File: src/rtl/idi_pkg.sv
package idi_pkg;

   localparam int MAX_NEIGHBORS_DEFAULT = 64;

   localparam int WEIGHT_WIDTH = 47;
   localparam int QUOT_WIDTH   = 31;

   localparam logic [WEIGHT_WIDTH-1:0] WEIGHT_ONE = WEIGHT_WIDTH'(65536);
   localparam logic [WEIGHT_WIDTH-1:0] WEIGHT_MAX = {WEIGHT_WIDTH{1'b1}};
   localparam logic [63:0]             WSUM_MAX   = {1'b0, {63{1'b1}}};
   localparam logic [31:0]             ROUND_HALF = 32'h0000_8000;
   localparam logic [31:0]             INT32_MAX  = 32'h7FFF_FFFF;
   localparam logic [31:0]             INT32_MIN  = 32'h8000_0000;

   localparam logic [3:0]  POWER_RESET     = 4'd2;
   localparam logic [31:0] RADIUS_RESET    = 32'h0001_0000;
   localparam logic [31:0] THRESHOLD_RESET = 32'hFFFF_FFFF;

   typedef enum logic [1:0] {
      CSR_WEIGHT_POWER        = 2'd0,
      CSR_INVERSE_RADIUS      = 2'd1,
      CSR_EXACT_HIT_THRESHOLD = 2'd2
   } csr_index_type;

   typedef enum logic [3:0] {
      ST_IDLE,
      ST_CHECK,
      ST_POW_LO,
      ST_POW_HI,
      ST_POW_RND,
      ST_TERM_LO,
      ST_TERM_HI,
      ST_TERM_SUM,
      ST_ACC,
      ST_END,
      ST_DIV_CHK,
      ST_DIV_WAIT
   } state_type;

   typedef struct packed {
      logic [31:0]        inv_distance;
      logic signed [31:0] neighbor_value;
      logic               last_neighbor;
   } req_type;

   typedef struct packed {
      logic signed [31:0] interpolated_value;
      logic               zero_weight_fault;
   } rsp_type;

   typedef struct packed {
      logic req_ready;
      logic mul_hi_sel;
      logic mul_term_sel;
      logic div_start;
   } ctl_type;

endpackage

File: src/rtl/idi_mult.sv
module idi_mult
   import idi_pkg::*;
(
   input  logic        clock,
   input  logic [31:0] op_a,
   input  logic [31:0] op_b,
   output logic [63:0] prod
);

   logic [63:0] prod_ff;
   logic [63:0] prod_in;

   assign prod_in = 64'(op_a) * 64'(op_b);

   always_ff @(posedge clock) begin
      prod_ff <= prod_in;
   end

   assign prod = prod_ff;

endmodule

File: src/rtl/idi_div.sv
module idi_div
   import idi_pkg::*;
(
   input  logic                  clock,
   input  logic                  reset,
   input  logic                  start,
   input  logic [63:0]           num,
   input  logic [63:0]           den,
   output logic                  done,
   output logic [QUOT_WIDTH-1:0] quot
);

   localparam int CW = $clog2(QUOT_WIDTH + 1);

   logic                  busy_ff,  busy_in;
   logic                  done_ff,  done_in;
   logic [CW-1:0]         cnt_ff,   cnt_in;
   logic [63:0]           rem_ff,   rem_in;
   logic [63:0]           den_ff,   den_in;
   logic [QUOT_WIDTH-1:0] bits_ff,  bits_in;
   logic [QUOT_WIDTH-1:0] quot_ff,  quot_in;
   logic [63:0]           rem_sh;
   logic                  ge;

   // remainder stays below den < 2^63, so the shift cannot overflow
   assign rem_sh = {rem_ff[62:0], bits_ff[QUOT_WIDTH-1]};
   assign ge     = rem_sh >= den_ff;

   always_comb begin
      busy_in = busy_ff;
      done_in = 1'b0;
      cnt_in  = cnt_ff;
      rem_in  = rem_ff;
      den_in  = den_ff;
      bits_in = bits_ff;
      quot_in = quot_ff;
      if (start) begin
         busy_in = 1'b1;
         cnt_in  = CW'(QUOT_WIDTH);
         rem_in  = {15'd0, num[63:15]};
         den_in  = den;
         bits_in = {num[14:0], 16'd0};
         quot_in = '0;
      end else if (busy_ff) begin
         rem_in  = ge ? rem_sh - den_ff : rem_sh;
         quot_in = {quot_ff[QUOT_WIDTH-2:0], ge};
         bits_in = {bits_ff[QUOT_WIDTH-2:0], 1'b0};
         cnt_in  = cnt_ff - CW'(1);
         if (cnt_ff == CW'(1)) begin
            busy_in = 1'b0;
            done_in = 1'b1;
         end
      end
   end

   always_ff @(posedge clock) begin
      if (reset) begin
         busy_ff <= 1'b0;
         done_ff <= 1'b0;
         cnt_ff  <= '0;
      end else begin
         busy_ff <= busy_in;
         done_ff <= done_in;
         cnt_ff  <= cnt_in;
      end
      rem_ff  <= rem_in;
      den_ff  <= den_in;
      bits_ff <= bits_in;
      quot_ff <= quot_in;
   end

   assign done = done_ff;
   assign quot = quot_ff;

endmodule

File: src/rtl/inverse_distance_interpolator_core.sv
// A counted non-hit request adds term states between check and end, after a power loop
// of p = weight_power steps when a weight is formed; one shared 32x32 multiplier does the
// power and value products. End of run with a nonzero weight sum and no hit adds a range
// check, then the serial divider if the quotient is in range; a final request waits while
// a response is still held. Requests go one at a time; req_ready is high only when idle.
// Reset: synchronous, active high; clears sums, counters and output valid, loads defaults.
module inverse_distance_interpolator_core
   import idi_pkg::*;
#(
   parameter int MAX_NEIGHBORS = MAX_NEIGHBORS_DEFAULT
)
(
   input  logic        clock,
   input  logic        reset,
   input  logic        req_valid,
   output logic        req_ready,
   input  req_type     req_data,
   output logic        rsp_valid,
   input  logic        rsp_ready,
   output rsp_type     rsp_data,
   input  logic        csr_valid,
   output logic        csr_ready,
   input  logic [1:0]  csr_index,
   input  logic [31:0] csr_data
);

   localparam int CNT_W = $clog2(MAX_NEIGHBORS + 1);

   state_type state_ff, state_in;
   ctl_type   ctl;

   logic [3:0]              power_ff,  power_in;
   logic [31:0]             radius_ff, radius_in;
   logic [31:0]             thresh_ff, thresh_in;

   logic [31:0]             inv_ff,    inv_in;
   logic signed [31:0]      val_ff,    val_in;
   logic                    last_ff,   last_in;
   logic [WEIGHT_WIDTH-1:0] w_ff,      w_in;
   logic [31:0]             d_ff,      d_in;
   logic [3:0]              pcnt_ff,   pcnt_in;
   logic [63:0]             plo_ff,    plo_in;
   logic [63:0]             term_ff,   term_in;
   logic signed [63:0]      wsum_ff,   wsum_in;
   logic [63:0]             wtsum_ff,  wtsum_in;
   logic                    hit_ff,    hit_in;
   logic [CNT_W-1:0]        cnt_ff,    cnt_in;
   logic                    rsp_valid_ff, rsp_valid_in;
   rsp_type                 rsp_data_ff,  rsp_data_in;

   logic                    vneg;
   logic [31:0]             mv;
   logic [31:0]             mul_a, mul_b;
   logic [63:0]             mul_prod;
   logic [79:0]             full;
   logic [63:0]             shifted;
   logic signed [63:0]      st;
   logic signed [64:0]      sum65;
   logic [63:0]             wt_add;
   logic [63:0]             mn;
   logic                    ovf;
   logic                    skip;
   logic                    slot_free;
   logic                    res_wr;
   logic                    div_done;
   logic [QUOT_WIDTH-1:0]   div_quot;

   assign vneg      = val_ff[31];
   assign mv        = vneg ? 32'd0 - 32'(val_ff) : 32'(val_ff);
   assign skip      = hit_ff || (cnt_ff >= CNT_W'(MAX_NEIGHBORS));
   assign slot_free = !rsp_valid_ff || rsp_ready;
   assign mn        = wsum_ff[63] ? 64'd0 - 64'(wsum_ff) : 64'(wsum_ff);
   assign ovf       = {15'd0, mn} >= {wtsum_ff, 15'd0};

   assign mul_a = ctl.mul_hi_sel ? 32'(w_ff[WEIGHT_WIDTH-1:32]) : w_ff[31:0];
   assign mul_b = ctl.mul_term_sel ? mv : d_ff;

   idi_mult u_mult (
      .clock (clock),
      .op_a  (mul_a),
      .op_b  (mul_b),
      .prod  (mul_prod)
   );

   idi_div u_div (
      .clock (clock),
      .reset (reset),
      .start (ctl.div_start),
      .num   (mn),
      .den   (wtsum_ff),
      .done  (div_done),
      .quot  (div_quot)
   );

   // next state
   always_comb begin
      state_in = state_ff;
      case (state_ff)
         ST_IDLE:     if (req_valid) state_in = ST_CHECK;
         ST_CHECK: begin
            if (skip) begin
               state_in = ST_END;
            end else if (inv_ff > thresh_ff) begin
               state_in = ST_END;
            end else if (inv_ff < radius_ff || power_ff == 4'd0) begin
               state_in = ST_TERM_LO;
            end else begin
               state_in = ST_POW_LO;
            end
         end
         ST_POW_LO:   state_in = ST_POW_HI;
         ST_POW_HI:   state_in = ST_POW_RND;
         ST_POW_RND:  state_in = (pcnt_ff == 4'd1) ? ST_TERM_LO : ST_POW_LO;
         ST_TERM_LO:  state_in = ST_TERM_HI;
         ST_TERM_HI:  state_in = ST_TERM_SUM;
         ST_TERM_SUM: state_in = ST_ACC;
         ST_ACC:      state_in = ST_END;
         ST_END: begin
            if (!last_ff) begin
               state_in = ST_IDLE;
            end else if (slot_free) begin
               state_in = (hit_ff || wtsum_ff == 64'd0) ? ST_IDLE : ST_DIV_CHK;
            end
         end
         ST_DIV_CHK:  state_in = ovf ? ST_IDLE : ST_DIV_WAIT;
         ST_DIV_WAIT: if (div_done) state_in = ST_IDLE;
         default:     state_in = ST_IDLE;
      endcase
   end

   // outputs
   always_comb begin
      ctl = '0;
      case (state_ff)
         ST_IDLE:    ctl.req_ready    = 1'b1;
         ST_POW_HI:  ctl.mul_hi_sel   = 1'b1;
         ST_TERM_LO: ctl.mul_term_sel = 1'b1;
         ST_TERM_HI: begin
            ctl.mul_hi_sel   = 1'b1;
            ctl.mul_term_sel = 1'b1;
         end
         ST_DIV_CHK: ctl.div_start    = !ovf;
         default:    ctl = '0;
      endcase
   end

   assign res_wr = (state_ff == ST_END && last_ff && slot_free &&
                    (hit_ff || wtsum_ff == 64'd0)) ||
                   (state_ff == ST_DIV_CHK && ovf) ||
                   (state_ff == ST_DIV_WAIT && div_done);

   // datapath
   always_comb begin
      power_in     = power_ff;
      radius_in    = radius_ff;
      thresh_in    = thresh_ff;
      inv_in       = inv_ff;
      val_in       = val_ff;
      last_in      = last_ff;
      w_in         = w_ff;
      d_in         = d_ff;
      pcnt_in      = pcnt_ff;
      plo_in       = plo_ff;
      term_in      = term_ff;
      wsum_in      = wsum_ff;
      wtsum_in     = wtsum_ff;
      hit_in       = hit_ff;
      cnt_in       = cnt_ff;
      rsp_data_in  = rsp_data_ff;
      full         = (80'(mul_prod) << 32) + 80'(plo_ff);
      shifted      = '0;
      st           = vneg ? -$signed(term_ff) : $signed(term_ff);
      sum65        = {wsum_ff[63], wsum_ff} + {st[63], st};
      wt_add       = wtsum_ff + 64'(w_ff);

      if (csr_valid) begin
         case (csr_index)
            CSR_WEIGHT_POWER:        power_in  = csr_data[3:0];
            CSR_INVERSE_RADIUS:      radius_in = csr_data;
            CSR_EXACT_HIT_THRESHOLD: thresh_in = csr_data;
            default:                 power_in  = power_ff;
         endcase
      end

      case (state_ff)
         ST_IDLE: begin
            if (req_valid) begin
               inv_in  = req_data.inv_distance;
               val_in  = req_data.neighbor_value;
               last_in = req_data.last_neighbor;
            end
         end
         ST_CHECK: begin
            if (!skip) begin
               cnt_in = cnt_ff + CNT_W'(1);
               if (inv_ff > thresh_ff) begin
                  hit_in  = 1'b1;
                  wsum_in = 64'(val_ff);
               end else if (inv_ff < radius_ff) begin
                  w_in = '0;
               end else begin
                  w_in    = WEIGHT_ONE;
                  d_in    = inv_ff - radius_ff;
                  pcnt_in = power_ff;
               end
            end
         end
         ST_POW_HI, ST_TERM_HI: plo_in = mul_prod;
         ST_POW_RND: begin
            shifted = 64'((full + 80'(ROUND_HALF)) >> 16);
            w_in    = (shifted > 64'(WEIGHT_MAX)) ? WEIGHT_MAX : shifted[WEIGHT_WIDTH-1:0];
            pcnt_in = pcnt_ff - 4'd1;
         end
         ST_TERM_SUM: term_in = full[79:16];
         ST_ACC: begin
            if (sum65[64] != sum65[63]) begin
               wsum_in = sum65[64] ? {1'b1, 63'd0} : {1'b0, {63{1'b1}}};
            end else begin
               wsum_in = sum65[63:0];
            end
            wtsum_in = (wt_add > WSUM_MAX) ? WSUM_MAX : wt_add;
         end
         ST_END: begin
            if (res_wr) begin
               if (hit_ff) begin
                  rsp_data_in.interpolated_value = wsum_ff[31:0];
                  rsp_data_in.zero_weight_fault  = 1'b0;
               end else begin
                  rsp_data_in.interpolated_value = '0;
                  rsp_data_in.zero_weight_fault  = 1'b1;
               end
            end
         end
         ST_DIV_CHK: begin
            rsp_data_in.interpolated_value = wsum_ff[63] ? INT32_MIN : INT32_MAX;
            rsp_data_in.zero_weight_fault  = 1'b0;
         end
         ST_DIV_WAIT: begin
            rsp_data_in.interpolated_value = wsum_ff[63] ? 32'd0 - {1'b0, div_quot}
                                                         : {1'b0, div_quot};
            rsp_data_in.zero_weight_fault  = 1'b0;
         end
         default: cnt_in = cnt_ff;
      endcase

      if (res_wr) begin
         wsum_in  = '0;
         wtsum_in = '0;
         hit_in   = 1'b0;
         cnt_in   = '0;
      end

      rsp_valid_in = res_wr ? 1'b1 : (rsp_ready ? 1'b0 : rsp_valid_ff);
   end

   always_ff @(posedge clock) begin
      if (reset) begin
         state_ff     <= ST_IDLE;
         power_ff     <= POWER_RESET;
         radius_ff    <= RADIUS_RESET;
         thresh_ff    <= THRESHOLD_RESET;
         wsum_ff      <= '0;
         wtsum_ff     <= '0;
         hit_ff       <= 1'b0;
         cnt_ff       <= '0;
         rsp_valid_ff <= 1'b0;
      end else begin
         state_ff     <= state_in;
         power_ff     <= power_in;
         radius_ff    <= radius_in;
         thresh_ff    <= thresh_in;
         wsum_ff      <= wsum_in;
         wtsum_ff     <= wtsum_in;
         hit_ff       <= hit_in;
         cnt_ff       <= cnt_in;
         rsp_valid_ff <= rsp_valid_in;
      end
      inv_ff      <= inv_in;
      val_ff      <= val_in;
      last_ff     <= last_in;
      w_ff        <= w_in;
      d_ff        <= d_in;
      pcnt_ff     <= pcnt_in;
      plo_ff      <= plo_in;
      term_ff     <= term_in;
      rsp_data_ff <= rsp_data_in;
   end

   assign req_ready = ctl.req_ready;
   assign csr_ready = 1'b1;
   assign rsp_valid = rsp_valid_ff;
   assign rsp_data  = rsp_data_ff;

   a_slot_free_on_write: assert property (@(posedge clock) disable iff (reset)
      res_wr |-> slot_free)
      else $error("result written over a pending response");

   a_count_capped: assert property (@(posedge clock) disable iff (reset)
      cnt_ff <= CNT_W'(MAX_NEIGHBORS))
      else $error("neighbour count beyond cap");

   a_power_loop_nonzero: assert property (@(posedge clock) disable iff (reset)
      (state_ff == ST_POW_LO) |-> (pcnt_ff != 4'd0))
      else $error("power step with zero count");

   a_div_done_waiting: assert property (@(posedge clock) disable iff (reset)
      div_done |-> (state_ff == ST_DIV_WAIT))
      else $error("divider finished outside wait state");

endmodule
File: config.mk
export PLATFORM = sky130hd
export DESIGN_NAME = inverse_distance_interpolator_core
export DESIGN_NICKNAME = d
export VERILOG_FILES = /design/src/rtl/idi_pkg.sv /design/src/rtl/idi_mult.sv /design/src/rtl/idi_div.sv /design/src/rtl/inverse_distance_interpolator_core.sv
export SDC_FILE = /design/constraint.sdc
export NUM_CORES = 2
export LEC_CHECK = 0
export BUFFER_PORTS_ARGS = -buffer_cell sky130_fd_sc_hd__clkbuf_2
export CAP_MARGIN = 20
export CORE_MARGIN = 5
export CORE_UTILIZATION = 65
export DETAILED_ROUTE_END_ITERATION = 10
export GPL_TIMING_DRIVEN = 0
export HOLD_SLACK_MARGIN = 0.03
export MAX_ROUTING_LAYER = met4
export PLACE_DENSITY = 0.89
export SYNTH_ARGS = -nofsm -noshare
export SYNTH_HDL_FRONTEND = slang
export SYNTH_HIERARCHICAL = 1
export SYNTH_SLANG_ARGS = --single-unit
File: constraint.sdc
create_clock -name clock -period 17.35 [get_ports clock]
set_clock_uncertainty 0.05 [all_clocks]
set_input_delay 3.47 -clock clock [delete_from_list [all_inputs] [get_ports clock]]
set_output_delay 3.47 -clock clock [all_outputs]
set_load 0.02 [all_outputs]
== Yosys cells after proc, flatten, opt, wreduce, memory -nomap -nowiden ==
Cells that the tools add are included.
Operators by class
  $add $sub $neg: 13
  eq/ne operators: 24
  $lt $le $gt $ge: 7
  bitwise logic cells: 4
  reductions and logical operators: 38
  multiply operators: 1
  multiplexer cells: 53
Operator list (count)
  two-way mux 64 bit: 7
  two-way mux 32 bit: 5
  two-way mux 47 bit: 3
  one-hot mux 64 bit (2 select lines): 1
  one-hot mux 33 bit (3 select lines): 1
  two-way mux 49 bit: 2
  one-hot mux 47 bit (2 select lines): 1
  adder 80 x 16 -> 80 bit (second input constant): 1
  adder 80 x 64 -> 80 bit: 1
  greater-or-equal comparator 64 x 79 -> 1 bit: 1
  two-way mux 33 bit: 2
  adder 64 x 64 -> 65 bit: 1
  adder 64 x 47 -> 64 bit: 1
  greater-or-equal comparator 64 bit: 1
  > comparator 64 x 47 -> 1 bit (second input constant): 1
  > comparator 64 x 63 -> 1 bit (second input constant): 1
  logical NOT 64 bit: 1
  multiplier 32 x 32 -> 64 bit: 1
  negator 64 bit: 1
  subtractor 1 x 64 -> 64 bit (first input constant): 1
  two-way mux 63 bit: 1
  subtractor 63 bit: 1
  two-way mux 31 bit: 2
  one-hot mux 4 bit (12 select lines): 1
  other kinds (39): 101
Word-level totals
  word-level logic and storage cells: 168
  input port bits: 104
  output and inout bits: 36
  register bits after elaboration: 762

== Longest topological paths before layout ==
  word-level depth: 8
  mapped depth: 36
  depth with buffers taken out: 34

== By module ==
The synthesis kept the hierarchy.
By module, submodules not included
  inverse_distance_interpolator_core: area each 35978.3 um^2, cells an instance 4028, sequential area each 13012.5 um^2, instances 1
  idi_mult: area each 34952.3 um^2, cells an instance 3840, sequential area each 1281.2 um^2, instances 1
  idi_div: area each 11457.2 um^2, cells an instance 1248, sequential area each 4884.7 um^2, instances 1

== Least setup slack after synthesis ==
OpenSTA, ideal clock, no wires.
  path type: register -> register
  start point: reg wsum_ff[2]
  end point: reg u_div.bits_ff[16], enable pin
  stages on the path, launching flop included: 28
  path buffers: 2
  path slack: 6.108 ns
  data arrival time: 10.774 ns
  data required time: 16.882 ns
  clock period less this slack: 11.242 ns
  setup time: 0.418 ns
  cells stage by stage: dfxtp_1 clkbuf_2 or4_4 or4_1 or3_1 or2_2 or3b_1 or4_4 or3_1 nand2b_1 or4_1 nand2b_1 o31ai_1 xnor2_1 ha_1 a21o_1 a21o_1 a21o_1 a21o_1 a21o_1 a21o_1 a21oi_1 o221a_2 o22ai_1 nor2_1 clkbuf_1 nor2_1 inv_1
RTL lines
  from (decl): RTL line inverse_distance_interpolator_core.sv:44  | logic signed [63:0] wsum_ff, wsum_in;
  from (signal assigned): RTL line inverse_distance_interpolator_core.sv:272  | wsum_ff <= wsum_in;
  to (signal assigned): RTL line idi_div.sv:68  | bits_ff <= bits_in;
  to (decl): RTL line idi_div.sv:20  | logic [QUOT_WIDTH-1:0] bits_ff, bits_in;

== Worst setup path in the final report ==
  start point: reg val_ff[0]
  end point: reg u_mult.prod_ff[62] (netlist: u_mult/prod[62])
Between the ends
  longest elaborated chain between the ends: 4
RTL lines
  from (decl): RTL line inverse_distance_interpolator_core.sv:37  | logic signed [31:0] val_ff, val_in;
  from (signal assigned): RTL line inverse_distance_interpolator_core.sv:279  | val_ff <= val_in;
  subtractor 1 x 32 -> 32 bit: RTL line inverse_distance_interpolator_core.sv:69  | assign mv = vneg ? 32'd0 - 32'(val_ff) : 32'(val_ff);
  two-way mux 32 bit: RTL line inverse_distance_interpolator_core.sv:69
  two-way mux 32 bit: RTL line inverse_distance_interpolator_core.sv:76  | assign mul_b = ctl.mul_term_sel ? mv : d_ff;
  net mul_b[28]: RTL line inverse_distance_interpolator_core.sv:53  | logic [31:0] mul_a, mul_b;
  multiplier 32 x 32 -> 64 bit: RTL line idi_mult.sv:13  | assign prod_in = 64'(op_a) * 64'(op_b);
  net u_mult.prod_in[62]: RTL line idi_mult.sv:11  | logic [63:0] prod_in;
  to (signal assigned): RTL line idi_mult.sv:16  | prod_ff <= prod_in;
  to (decl): RTL line idi_mult.sv:10  | logic [63:0] prod_ff;
The timed path passes the listed nets, and every way through them passes these cells.
A chain may end at the register's enable or synchronous reset.

==> impl_metrics.toml <==
[setup_path]
path_class = "flip-flop to flip-flop"
slowest_stage = "o21ai_0"
crit_path_end_kind = "flip-flop"
critPathMaxStageDelay_ns = 0.99
path_max_fanout = 10
worstPathRequired_ns = 17.90
critPathLaunchType = "flip-flop"
reg2reg_depth = 33
cp.arrival_ns = 13.30
critPathMostFrequentCell = "fa_1"

[final_layout]
multiInputGateArea_mm2 = 0.0567
fillers = 9669
synthToLayoutAreaGrowth_pct = 7.16
seqCellArea_mm2 = 0.0192
drive_above_1_share_pct = 4.84
stdcell_count = 11100
nNetsFinal = 11000

[cts]
cts-root-buf = "clkbuf_16"
cts_buffers = 81
clk_path_buf_depth = 3
htreeDepth = 3
clk_pin_slew_ns = 0.06
postCtsHoldBufs = 0
cts_resized = 0
clock_sinks = 747
post_cts.repair.setup_buffers = 0
clkLatencyLatePin_ns = 0.73
cts_tree = "done"

[sta]
tns_ns = 0
clock.fmax_mhz = 78.4
slew_viol_final = 0
rsz0062_at_grt = "no"
max-slew-margin-rel_pct = 14.0
finalHoldViolCount = 0
holdWs_ns = 0.355
setup_viol = 0
max_slew.worst_pin.slew_ns = 1.29
post-route-period-util_pct = 73.5
min_period_ns = 12.75

[die]
die_h_um = 366
initial_core_util_pct = 65.5
io_pins = 140
core_mm2 = 0.126
rows = 130
die_w_um = 366
die-area_mm2 = 0.134

[synthesis]
ys_seq_area_share_pct = 23.3
synth_area_leaders = "fa_1, edfxtp_1, ha_1"
ys_seq_elements = 747
synthTopCellsByCount = "inv_1, nand2_1, fa_1, and2_1, ha_1"
yosysWarningCount = 6
avgSynthCellArea_um2 = 9.04
syn_nets = 10700
synth-edff-count = 422
async_flop_share_pct = 0
synth_top_cell_by_area = "fa_1"
synth_cell_types = 119
netlist.area_leader.share_pct = 21.9
ys.flop_type = "edfxtp_1"
syn_area_mm2 = 0.0824
netlist_instances = 9116
synth_most_common_cell = "inv_1"

[job]
cap_violations = 0

[route]
drt_iter0_drc = 9852
drt_first_pass_iters = 9
ant_nets = 0
num_vias = 73500
drt-wirelength-per-cell_um = 28.9
viasPerCell = 6.62
routed_wirelength_um = 322000
drc = 0

[run_status]
status = "completed"

[hold_path]
holdCritPathClass = "flip-flop to flip-flop"
hold_depth = 0

[grt]
gr-usage-all-layers_pct = 48.4
grt_pass1_wl_um = 466000
gr-total-overflow = 0
first_global_vias = 71900
antenna_found_initial = 23
grt_max_degree = 49

[placed_design]
io_buffer_count = 138
numPlacedInstances = 10900
dp_hpwl_um = 260000
gp_congestion = 1.14
-- layer usage --
layer  part of all wire [%]  global-route usage, %  vias to the layer above
li1                       -                      -                    31200
met1                     33                   54.7                    35400
met4                     11                   40.3                        0
met2                     43                   71.7                     5433
met3                     12                   13.4                     1531
met5                      0                      -                        -
-- cell type report --
cell class,instances,area share [%]
timing repair buffer,171,1.22
inverter,1265,5.38
clock buffer,112,2.52
tap,1650,2.34
antenna,27,0.0765
sequential,747,21.7
clock inverter,39,0.489
buffer,473,2.07
multi-input combinational,6631,64.2
-- flip-flops by register name, summed over array words and instances, names as in the netlist, 5 cells and up --
register and cells:
cnt_ff 7, wsum_ff 64, rsp_data 33, u_div/quot 31, val_ff 32, inv_ff 32, u_mult/prod 64, u_div/rem_ff 63
u_div/cnt_ff 5, d_ff 32, thresh_ff 32, u_div/bits_ff 15, wtsum_ff 64, u_div/den_ff 64, w_ff 47, plo_ff 49
term_ff 64, radius_ff 32
-- worst max-delay path, delay by kind of cell, from the launching register on --
family,cells,cell delay (ns)
xor gates and xnor gates,2,0.57
AOI/OAI and AO/OA,6,2.43
and+or+nand+nor,9,2.30
adders and majority gates,10,4.95
DFF,1,0.58
buffers and inverters,6,1.70
-- worst paths after layout --
check                       start              end  slack (ns)
setup / recovery        val_ff[0]  u_mult/prod[62]        4.60
hold / removal    u_mult/prod[52]       plo_ff[52]        0.36
hold reg to reg   u_mult/prod[52]       plo_ff[52]        0.36
setup reg to reg        val_ff[0]  u_mult/prod[62]        4.60
-- logic make-up after synthesis --
group | Yosys count | share of synthesized area, %
DFF | 747 | 23.3
other | 1 | 0.00455
muxes | 77 | 0.970
buffers and inverters | 1738 | 7.99
xor gates and xnor gates | 489 | 5.20
adders and majority gates | 1494 | 30.9
AOI/OAI and AO/OA | 1838 | 14.9
and+or+nand+nor | 2732 | 16.7
-- through the flow --
step,setup WS [ns],cell area [um^2],util (%)
floorplan,6.11,82400,-
global placement,3.30,85100,67.7
detailed placement,5.11,85400,67.9
CTS,5.06,88100,70.0
global route,4.43,88300,70.2
finish,4.60,88300,70.2
-- layout by cell type (no fill, tap or decap), drive strengths merged, types with 59 or more instances in the layout --
cell type	instances
o21ai	374
edfxtp	422
nor3	91
o21bai	67
fa	901
a21oi	497
a31oi	68
inv	1270
nand4	119
a21o	196
nor4	59
and3	66
o211ai	59
and2	635
nand2	1006
nor2	352
dfxtp	325
buf	77
nand3	106
clkbuf	678
a221oi	66
o31ai	74
ha	593
xor2	152
xnor2	337
Power is left out: the tool's default activity adds up to more than one toggle a clock period on the data nets, which glitch-free logic cannot reach.
